$ cat config.mk
export PLATFORM = sky130hd
export DESIGN_NAME = disciplined_oscillator_lock_control_unit
export DESIGN_NICKNAME = d
export VERILOG_FILES = /design/src/hdl/dolc_pkg.sv /design/src/hdl/dolc_step.sv /design/src/hdl/disciplined_oscillator_lock_control_unit.sv
export SDC_FILE = /design/constraint.sdc
export NUM_CORES = 1
export LEC_CHECK = 0
export BUFFER_PORTS_ARGS = -buffer_cell sky130_fd_sc_hd__clkbuf_2
export CAP_MARGIN = 10
export CELL_PAD_IN_SITES_DETAIL_PLACEMENT = 1
export CELL_PAD_IN_SITES_GLOBAL_PLACEMENT = 2
export CORE_MARGIN = 3
export CORE_UTILIZATION = 40
export DETAILED_ROUTE_END_ITERATION = 7
export PLACE_DENSITY = 0.94
export SLEW_MARGIN = 20
export SYNTH_ARGS = -nofsm -noshare
export SYNTH_HDL_FRONTEND = slang
export SYNTH_SLANG_ARGS = --single-unit
$ cat constraint.sdc
create_clock -name clk -period 15 [get_ports clk]
set_input_delay 1.5 -clock clk [delete_from_list [all_inputs] [get_ports clk]]
set_output_delay 1.5 -clock clk [all_outputs]
set_load 0.02 [all_outputs]
$ cat src/hdl/dolc_pkg.sv
// Shared types and constants for the disciplined oscillator lock controller.
`timescale 1ns / 1ps
`default_nettype none

package dolc_pkg;

    typedef enum logic [3:0] {
        ST_START       = 4'd0,
        ST_SETUP       = 4'd1,
        ST_ERROR       = 4'd2,
        ST_FIXED       = 4'd3,
        ST_LOCKING     = 4'd4,
        ST_LOCKED      = 4'd5,
        ST_LOCKED_NOTP = 4'd6,
        ST_OUT_PHASE   = 4'd7,
        ST_FIXED_NOTP  = 4'd8
    } mode_t;

    // configuration register indexes
    localparam logic [2:0] REG_SAVED_DAC      = 3'd0;
    localparam logic [2:0] REG_VIDEO_STANDARD = 3'd1;
    localparam logic [2:0] REG_PHASE_TOL      = 3'd2;
    localparam logic [2:0] REG_LOCK_TIME      = 3'd3;
    localparam logic [2:0] REG_HOLDOVER_TIME  = 3'd4;

    localparam int CFG_INDEX_W = 3;
    localparam int CFG_DATA_W  = 16;

    // control bits
    localparam logic [4:0] CB_STD   = 5'h01;
    localparam logic [4:0] CB_RESET = 5'h04;
    localparam logic [4:0] CB_FAST  = 5'h08;
    localparam logic [4:0] CB_FIXED = 5'h10;

    // blink patterns
    localparam logic [7:0] PAT_OFF         = 8'h00;
    localparam logic [7:0] PAT_FIXED       = 8'h33;
    localparam logic [7:0] PAT_LOCKING     = 8'h01;
    localparam logic [7:0] PAT_LOCKED_NOTP = 8'h05;
    localparam logic [7:0] PAT_OUT_PHASE   = 8'h15;
    localparam logic [7:0] PAT_ALL         = 8'hff;

    localparam logic [15:0] DEFAULT_DAC = 16'd18260;
    localparam logic [15:0] UNSET_DAC   = 16'hffff;

    // reset values of the configuration registers
    localparam logic [15:0] RST_SAVED_DAC     = 16'hffff;
    localparam logic [14:0] RST_PHASE_TOL     = 15'd40;
    localparam logic [15:0] RST_LOCK_TIME     = 16'd30;
    localparam logic [15:0] RST_HOLDOVER_TIME = 16'd300;

    // fixed dwell limits, in seconds
    localparam int SETUP_WAIT = 5;
    localparam int FIXED_WAIT = 3;

    typedef struct packed {
        logic [15:0] saved_dac;
        logic        video_standard;
        logic [14:0] phase_tolerance;
        logic [15:0] lock_time;
        logic [15:0] holdover_time;
    } cfg_t;

    typedef struct packed {
        logic               tp_valid;
        logic signed [15:0] phase_diff;
        logic [15:0]        dac_value;
        logic               gps_setup_ok;
    } tick_t;

    typedef struct packed {
        mode_t       mode;
        logic [15:0] average_dac;
        logic [4:0]  control_bits;
        logic        lock_flag;
        logic [7:0]  pattern;
    } lock_state_t;

endpackage

`default_nettype wire

$ cat src/hdl/dolc_step.sv
// Per-tick state transition: average, seconds counter, lock state and entry actions.
`timescale 1ns / 1ps
`default_nettype none

module dolc_step #(
    parameter int AVG_SHIFT   = 4,
    parameter int COUNT_WIDTH = 16
) (
    input  dolc_pkg::cfg_t           cfg,
    input  dolc_pkg::tick_t          tick,
    input  dolc_pkg::lock_state_t    cur,
    input  wire  [COUNT_WIDTH-1:0]   cur_count,
    output dolc_pkg::lock_state_t    nxt,
    output logic [COUNT_WIDTH-1:0]   nxt_count,
    output logic                     load_now
);

    localparam int CMP_W = (COUNT_WIDTH > 16) ? COUNT_WIDTH : 16;
    localparam logic [COUNT_WIDTH-1:0] COUNT_MAX = {COUNT_WIDTH{1'b1}};

    logic [COUNT_WIDTH-1:0] count_inc;
    logic [CMP_W-1:0]       count_ext;
    logic [CMP_W-1:0]       lock_ext;
    logic [CMP_W-1:0]       hold_ext;
    logic [15:0]            avg_upd;
    logic signed [16:0]     pd_s;
    logic signed [16:0]     tol_s;
    logic signed [16:0]     ntol_s;
    logic                   in_window;
    logic                   out_window;
    logic                   over_lock;
    logic                   over_hold;
    dolc_pkg::mode_t        target;
    dolc_pkg::lock_state_t  mid;
    logic [COUNT_WIDTH-1:0] mid_count;

    assign count_inc = (cur_count != COUNT_MAX) ? cur_count + 1'b1 : cur_count;
    assign count_ext = CMP_W'(count_inc);
    assign lock_ext  = CMP_W'(cfg.lock_time);
    assign hold_ext  = CMP_W'(cfg.holdover_time);
    assign over_lock = count_ext > lock_ext;
    assign over_hold = count_ext > hold_ext;

    assign avg_upd = (cur.mode == dolc_pkg::ST_LOCKED)
                   ? cur.average_dac - (cur.average_dac >> AVG_SHIFT)
                     + (tick.dac_value >> AVG_SHIFT)
                   : cur.average_dac;

    assign pd_s       = 17'(tick.phase_diff);
    assign tol_s      = signed'({2'b00, cfg.phase_tolerance});
    assign ntol_s     = -tol_s;
    assign in_window  = (pd_s < tol_s) && (pd_s > ntol_s);
    assign out_window = (pd_s > tol_s) || (pd_s < ntol_s);

    // transition decision
    always_comb
    begin
        mid             = cur;
        mid.average_dac = avg_upd;
        mid_count       = count_inc;
        target          = cur.mode;
        case (cur.mode)
            dolc_pkg::ST_START:
            begin
                mid.average_dac  = (cfg.saved_dac == dolc_pkg::UNSET_DAC)
                                 ? dolc_pkg::DEFAULT_DAC : cfg.saved_dac;
                mid.control_bits = ({4'b0000, cfg.video_standard} & dolc_pkg::CB_STD)
                                 | dolc_pkg::CB_RESET | dolc_pkg::CB_FAST;
                mid.pattern      = dolc_pkg::PAT_ALL;
                target           = dolc_pkg::ST_SETUP;
            end
            dolc_pkg::ST_SETUP:
            begin
                if (count_inc > COUNT_WIDTH'(dolc_pkg::SETUP_WAIT))
                begin
                    target = tick.gps_setup_ok ? dolc_pkg::ST_FIXED : dolc_pkg::ST_ERROR;
                end
            end
            dolc_pkg::ST_ERROR:
            begin
                target = dolc_pkg::ST_ERROR;
            end
            dolc_pkg::ST_FIXED:
            begin
                if (tick.tp_valid)
                begin
                    if (count_inc > COUNT_WIDTH'(dolc_pkg::FIXED_WAIT))
                    begin
                        target = dolc_pkg::ST_LOCKING;
                    end
                end
                else
                begin
                    mid_count = '0;
                end
            end
            dolc_pkg::ST_LOCKING:
            begin
                if (!tick.tp_valid)
                begin
                    target = dolc_pkg::ST_FIXED;
                end
                else if (in_window)
                begin
                    if (over_lock)
                    begin
                        target = dolc_pkg::ST_LOCKED;
                    end
                end
                else
                begin
                    mid_count = '0;
                end
            end
            dolc_pkg::ST_LOCKED:
            begin
                if (!tick.tp_valid)
                begin
                    target = dolc_pkg::ST_LOCKED_NOTP;
                end
                else if (out_window)
                begin
                    target = dolc_pkg::ST_OUT_PHASE;
                end
            end
            dolc_pkg::ST_LOCKED_NOTP:
            begin
                if (tick.tp_valid)
                begin
                    target = dolc_pkg::ST_LOCKED;
                end
                else if (over_hold)
                begin
                    target = dolc_pkg::ST_FIXED_NOTP;
                end
            end
            dolc_pkg::ST_OUT_PHASE:
            begin
                if (in_window)
                begin
                    target = dolc_pkg::ST_LOCKED;
                end
                else if (!tick.tp_valid)
                begin
                    target = dolc_pkg::ST_LOCKED_NOTP;
                end
                else if (over_hold)
                begin
                    target = dolc_pkg::ST_LOCKING;
                end
            end
            dolc_pkg::ST_FIXED_NOTP:
            begin
                if (tick.tp_valid)
                begin
                    target = dolc_pkg::ST_LOCKING;
                end
            end
            default:
            begin
                target = dolc_pkg::ST_ERROR;
            end
        endcase
    end

    // entry actions on a state change
    always_comb
    begin
        nxt       = mid;
        nxt_count = mid_count;
        load_now  = 1'b0;
        if (target != cur.mode)
        begin
            nxt_count = '0;
            nxt.mode  = target;
            case (target)
                dolc_pkg::ST_SETUP:
                begin
                    nxt.pattern = dolc_pkg::PAT_OFF;
                end
                dolc_pkg::ST_FIXED:
                begin
                    nxt.pattern      = dolc_pkg::PAT_FIXED;
                    nxt.lock_flag    = 1'b0;
                    load_now         = 1'b1;
                    nxt.control_bits = mid.control_bits | dolc_pkg::CB_FIXED;
                end
                dolc_pkg::ST_LOCKING:
                begin
                    nxt.pattern      = dolc_pkg::PAT_LOCKING;
                    nxt.lock_flag    = 1'b0;
                    nxt.control_bits = (mid.control_bits
                                       & ~(dolc_pkg::CB_RESET | dolc_pkg::CB_FIXED))
                                     | dolc_pkg::CB_FAST;
                end
                dolc_pkg::ST_LOCKED:
                begin
                    nxt.pattern      = dolc_pkg::PAT_OFF;
                    nxt.lock_flag    = 1'b1;
                    nxt.control_bits = mid.control_bits
                                     & ~(dolc_pkg::CB_FAST | dolc_pkg::CB_FIXED);
                end
                dolc_pkg::ST_LOCKED_NOTP:
                begin
                    nxt.pattern      = dolc_pkg::PAT_LOCKED_NOTP;
                    load_now         = 1'b1;
                    nxt.control_bits = mid.control_bits | dolc_pkg::CB_FIXED;
                end
                dolc_pkg::ST_OUT_PHASE:
                begin
                    nxt.pattern = dolc_pkg::PAT_OUT_PHASE;
                end
                dolc_pkg::ST_FIXED_NOTP:
                begin
                    nxt.pattern      = dolc_pkg::PAT_ALL;
                    nxt.lock_flag    = 1'b0;
                    nxt.control_bits = mid.control_bits | dolc_pkg::CB_FIXED;
                end
                default:
                begin
                    nxt.mode    = dolc_pkg::ST_ERROR;
                    nxt.pattern = dolc_pkg::PAT_ALL;
                end
            endcase
        end
    end

endmodule

`default_nettype wire

$ cat src/hdl/disciplined_oscillator_lock_control_unit.sv
// Top level of the disciplined oscillator lock controller.
`timescale 1ns / 1ps
`default_nettype none

// Lock controller for a disciplined oscillator, stepped once per pulse-per-second
// tick. Each request on the input channel is one tick (time-pulse valid, signed
// phase difference, live DAC word, receiver setup result); each tick produces
// exactly one result request carrying the lock state, the oscillator control
// bits, the locked flag, a holdover DAC load strobe with the averaged DAC word,
// and the status LED blink pattern. The first tick after reset performs start-up:
// it loads the DAC average from saved_dac (all ones selects the default word) and
// enters setup. A request is taken into an input register, worked through one
// combinational step against the held lock state, and lands in a result register,
// so a request can be accepted every cycle, and its result is offered from that
// register; the only thing that slows the input is a result held under
// out_stall while the input register is also full. Configuration registers are
// written through cfg_we/cfg_index/cfg_data and should only change while no
// request is in flight; saved_dac and video_standard act only at start-up.
module disciplined_oscillator_lock_control_unit #(
    parameter int AVG_SHIFT   = 4,
    parameter int COUNT_WIDTH = 16
) (
    input  wire                                  clk,
    input  wire                                  rst_n,

    input  wire                                  cfg_we,
    input  wire  [dolc_pkg::CFG_INDEX_W-1:0]     cfg_index,
    input  wire  [dolc_pkg::CFG_DATA_W-1:0]      cfg_data,

    input  wire                                  in_valid,
    output logic                                 in_stall,
    input  wire                                  tp_valid,
    input  wire  signed [15:0]                   phase_diff,
    input  wire  [15:0]                          dac_value,
    input  wire                                  gps_setup_ok,

    output logic                                 out_valid,
    input  wire                                  out_stall,
    output logic [3:0]                           lock_state,
    output logic [4:0]                           osc_control,
    output logic                                 locked,
    output logic                                 dac_load,
    output logic [15:0]                          dac_hold_value,
    output logic [7:0]                           blink_pattern
);

    // configuration
    dolc_pkg::cfg_t          cfg_reg;

    // input register
    logic                    in_valid_reg;
    logic                    in_valid_next;
    dolc_pkg::tick_t         tick_reg;

    // lock state
    dolc_pkg::lock_state_t   state_reg;
    dolc_pkg::lock_state_t   state_next;
    logic [COUNT_WIDTH-1:0]  count_reg;
    logic [COUNT_WIDTH-1:0]  count_next;
    logic                    load_next;

    // result register
    logic                    out_valid_reg;
    logic                    out_valid_next;
    logic [3:0]              lock_state_reg;
    logic [4:0]              osc_control_reg;
    logic                    locked_reg;
    logic                    dac_load_reg;
    logic [15:0]             dac_hold_reg;
    logic [7:0]              blink_reg;

    logic                    accept;
    logic                    advance;

    // Advance the held tick whenever the result register is empty or being drained.
    assign advance  = in_valid_reg && (!out_valid_reg || !out_stall);
    assign in_stall = in_valid_reg && !advance;
    assign accept   = in_valid && !in_stall;

    assign in_valid_next  = accept || (in_valid_reg && !advance);
    assign out_valid_next = advance || (out_valid_reg && out_stall);

    // Configuration writes; indexes beyond the list are dropped.
    always_ff @(posedge clk or negedge rst_n)
    begin
        if (!rst_n)
        begin
            cfg_reg.saved_dac       <= dolc_pkg::RST_SAVED_DAC;
            cfg_reg.video_standard  <= 1'b0;
            cfg_reg.phase_tolerance <= dolc_pkg::RST_PHASE_TOL;
            cfg_reg.lock_time       <= dolc_pkg::RST_LOCK_TIME;
            cfg_reg.holdover_time   <= dolc_pkg::RST_HOLDOVER_TIME;
        end
        else if (cfg_we)
        begin
            case (cfg_index)
                dolc_pkg::REG_SAVED_DAC:      cfg_reg.saved_dac       <= cfg_data;
                dolc_pkg::REG_VIDEO_STANDARD: cfg_reg.video_standard  <= cfg_data[0];
                dolc_pkg::REG_PHASE_TOL:      cfg_reg.phase_tolerance <= cfg_data[14:0];
                dolc_pkg::REG_LOCK_TIME:      cfg_reg.lock_time       <= cfg_data;
                dolc_pkg::REG_HOLDOVER_TIME:  cfg_reg.holdover_time   <= cfg_data;
                default:                      cfg_reg                 <= cfg_reg;
            endcase
        end
    end

    // Control: valid flags of both register stages.
    always_ff @(posedge clk or negedge rst_n)
    begin
        if (!rst_n)
        begin
            in_valid_reg  <= 1'b0;
            out_valid_reg <= 1'b0;
        end
        else
        begin
            in_valid_reg  <= in_valid_next;
            out_valid_reg <= out_valid_next;
        end
    end

    // Capture the incoming tick.
    always_ff @(posedge clk)
    begin
        if (accept)
        begin
            tick_reg.tp_valid     <= tp_valid;
            tick_reg.phase_diff   <= phase_diff;
            tick_reg.dac_value    <= dac_value;
            tick_reg.gps_setup_ok <= gps_setup_ok;
        end
    end

    dolc_step #(
        .AVG_SHIFT   (AVG_SHIFT),
        .COUNT_WIDTH (COUNT_WIDTH)
    ) u_step (
        .cfg       (cfg_reg),
        .tick      (tick_reg),
        .cur       (state_reg),
        .cur_count (count_reg),
        .nxt       (state_next),
        .nxt_count (count_next),
        .load_now  (load_next)
    );

    // Lock state: commit the step only when its result moves into the result register.
    always_ff @(posedge clk or negedge rst_n)
    begin
        if (!rst_n)
        begin
            state_reg.mode         <= dolc_pkg::ST_START;
            state_reg.average_dac  <= '0;
            state_reg.control_bits <= '0;
            state_reg.lock_flag    <= 1'b0;
            state_reg.pattern      <= dolc_pkg::PAT_ALL;
            count_reg              <= '0;
        end
        else if (advance)
        begin
            state_reg <= state_next;
            count_reg <= count_next;
        end
    end

    // Result register payload.
    always_ff @(posedge clk)
    begin
        if (advance)
        begin
            lock_state_reg  <= 4'(state_next.mode);
            osc_control_reg <= state_next.control_bits;
            locked_reg      <= state_next.lock_flag;
            dac_load_reg    <= load_next;
            dac_hold_reg    <= state_next.average_dac;
            blink_reg       <= state_next.pattern;
        end
    end

    assign out_valid      = out_valid_reg;
    assign lock_state     = lock_state_reg;
    assign osc_control    = osc_control_reg;
    assign locked         = locked_reg;
    assign dac_load       = dac_load_reg;
    assign dac_hold_value = dac_hold_reg;
    assign blink_pattern  = blink_reg;

endmodule

`default_nettype wire

==> results.txt <==
Outcome -> finished, final reports clean
Max_cap viols -> 0
GRT Total Usage -> 20.5%
# diodes -> 0
Endpoints failing setup -> 0
Worst Reg-to-Reg Cells -> 19
Sequential cell area fraction in the yosys report -> 45.8%
Startpoint Class -> flop
Skew final -> 0.0127 ns
Finished Core Util -> 46.5%
Post-CTS Resized -> 0
Layout Nets -> 1297
Global route overflow -> 0
Fmax -> 161 MHz
Routed vias/inst -> 5.60
Maximum level of the CTS H-tree -> 4
Routed vias -> 8361
GP Congestion -> 0.860
Port buffer count -> 90
First-pass GRT wire length -> 46900 um
Pwr per Cell Area -> 186 mW/mm^2
Top-area cell type share of the netlist area -> 19.2%
I/O Pins -> 95
Core Region -> 0.0261 mm^2
Number of global-route vias before repair -> 8890
Yosys warns -> 0
Fillcell total -> 2968
Root buffer cell -> clkbuf_16
Reg-to-Reg End -> state_reg[13]$_DFFE_PN0P_
Pre-Repair DR Iteration Count -> 5
FF-to-FF setup slack -> 8.78 ns
Antenna viol nets, final -> 0
Initial Util -> 40.9%
Layout area overhead -> 13.6%
Tmin final -> 6.22 ns
Clock sinks -> 181
Drt drc -> 0
Max VDD drop -> 0.0000893 V
FFs w/ async S/R, synth -> 64.1%
Dpl hpwl -> 21500 um
Largest net degree at the start of global routing -> 63
Post-Route WL -> 28700 um
Area contributors post-synth -> dfrtp_1, edfxtp_1, ha_1
Max-slew headroom -> 33.1%
Main flop type after synthesis -> dfrtp_1
Final worst path period share -> 41.4%
Core Rows -> 59
Final setup TNS -> 0 ns
#FFs+latches synth -> 181
RSZ-0062 raised after global routing -> false
Reg2reg start -> count_reg[7]$_DFFE_PN0P_
Maximum clock path buffer count -> 2
TritonCTS buffer count -> 17
DIE AREA -> 0.0287 mm^2
Crit. End Element -> flop
Worst-Margin Slew -> 0.998 ns
Setup bufs post-CTS -> 0
Leak -> 5.36 nW
Largest register FFs -> 64
Worst-path maximum fanout -> 26
Clk slew on worst S/H paths -> 0.07 ns
Final hold violation count -> 0
Layout cells sized above 1 -> 20.8%
CP Data Required Time -> 15.32 ns
Post-synth top area cell -> dfrtp_1
CTS tree -> yes
Hold WC Path Type -> reg -> reg
Net Count, Synth -> 1211
Post-CTS Hold Buffers -> 0
Hold slack final -> 0.486 ns
Die width -> 169 um
Crit path arrival time -> 6.54 ns
Crit Path Class -> reg -> reg
Routed WL per cell -> 19.2 um
Netlist cell types -> 77
Mapped cell area -> 0.0107 mm^2
DRT iter0 DRCs -> 449
Worst Setup SP -> count_reg[7]$_DFFE_PN0P_
Top cells by count, synth -> inv_1, nand2_1, o21ai_0
Clock latency on the worst-skew pair -> 0.44 ns
Cell with the most instances after synthesis -> inv_1
Fin. max-slew vios -> 0
Synth Area per Inst -> 10.1 um^2
Synthesized instance count -> 1060
Worst Setup EP -> state_reg[13]$_DFFE_PN0P_
Die height -> 169 um
Initial antenna violation count -> 0
Number of flops mapped to enable cells by yosys -> 65
==> metal layers <==
metal	up-vias	share of wire, %	global-route usage, %
met5	-	0	0
met4	0	2.5	6.65
met3	51	3.2	3.19
met2	161	50	35.6
met1	4214	44	26.2
li1	3935	-	-
==> where the power goes <==
group          internal [W]  leakage, nW  switching [W]
logic              0.000398         3.06       0.000618
registers          0.000674         2.00      0.0000852
clock network      0.000269        0.300       0.000211
==> cell type report <==
type	count	area [um^2]	area share [%]
clock inverter	14	188	1.55
clock buffer	18	429	3.54
inverter	123	462	3.80
timing repair buffer	101	536	4.41
tap	335	419	3.45
multi-input combinational	722	5210	42.9
sequential	181	4900	40.3
==> worst max-delay path, stage by stage (launching register included) <==
cell	delay, ns
dfrtp_1	0.49
nand4_1	0.28
or3_4	0.47
nor3_1	0.48
nor2_1	0.25
nand2_1	0.14
xnor2_1	0.13
ha_1	0.34
a21o_1	0.11
nand3_1	0.07
a21oi_1	0.15
nor2_1	0.06
a31oi_1	0.74
a221oi_1	0.24
a211o_1	0.34
or4_4	0.53
a211oi_2	0.25
buf_4	0.28
nand2b_1	0.35
mux2_2	0.38
==> worst min-delay path by stage <==
stage | startpoint | endpoint | slack [ns] | depth (start not counted)
5_1_grt | state_reg[10]$_DFFE_PN0P_ | state_reg[10]$_DFFE_PN0P_ | 0.51 | 1
6_report | state_reg[10]$_DFFE_PN0P_ | state_reg[10]$_DFFE_PN0P_ | 0.49 | 1
3_5_place_dp | state_reg[10]$_DFFE_PN0P_ | state_reg[10]$_DFFE_PN0P_ | 0.47 | 1
4_1_cts | state_reg[10]$_DFFE_PN0P_ | state_reg[10]$_DFFE_PN0P_ | 0.49 | 1
3_3_place_gp | state_reg[10]$_DFFE_PN0P_ | state_reg[10]$_DFFE_PN0P_ | 0.46 | 1
2_1_floorplan | state_reg[10]$_DFFE_PN0P_ | state_reg[10]$_DFFE_PN0P_ | 0.44 | 1
==> cells by family after synthesis <==
logic type	after synthesis	share of synthesized area (%)
AO/OA/AOI/OAI	244	14.7
XOR/XNOR	30	2.46
adder cells (fa/ha/maj)	93	11.7
buffers and inverters	157	5.70
flip-flops	181	45.8
multiplexers	56	5.89
AND/OR/NAND/NOR	299	13.6
==> through the flow <==
step	instance area [um^2]	setup WS (ns)	cells	total power, W
2_1_floorplan	10700	10.19	1060	0.00148
3_3_place_gp	11500	8.83	1461	0.00170
3_5_place_dp	11500	8.79	1461	0.00177
4_1_cts	12100	8.69	1493	0.00226
5_1_grt	12100	8.29	1494	0.00241
6_report	12100	8.78	1494	0.00225
==> placed cells by master (no fill, tap or decap), types with 50 or more instances in the layout <==
| cell type | instances |
|---|---|
| a21oi_1 | 51 |
| clkbuf_2 | 89 |
| dfrtp_1 | 82 |
| edfxtp_1 | 65 |
| ha_1 | 81 |
| inv_1 | 122 |
| mux2_2 | 51 |
| nand2_1 | 113 |
| nor2_1 | 50 |
| o21ai_0 | 87 |
Note: power is estimated with default switching activity, not from simulation.
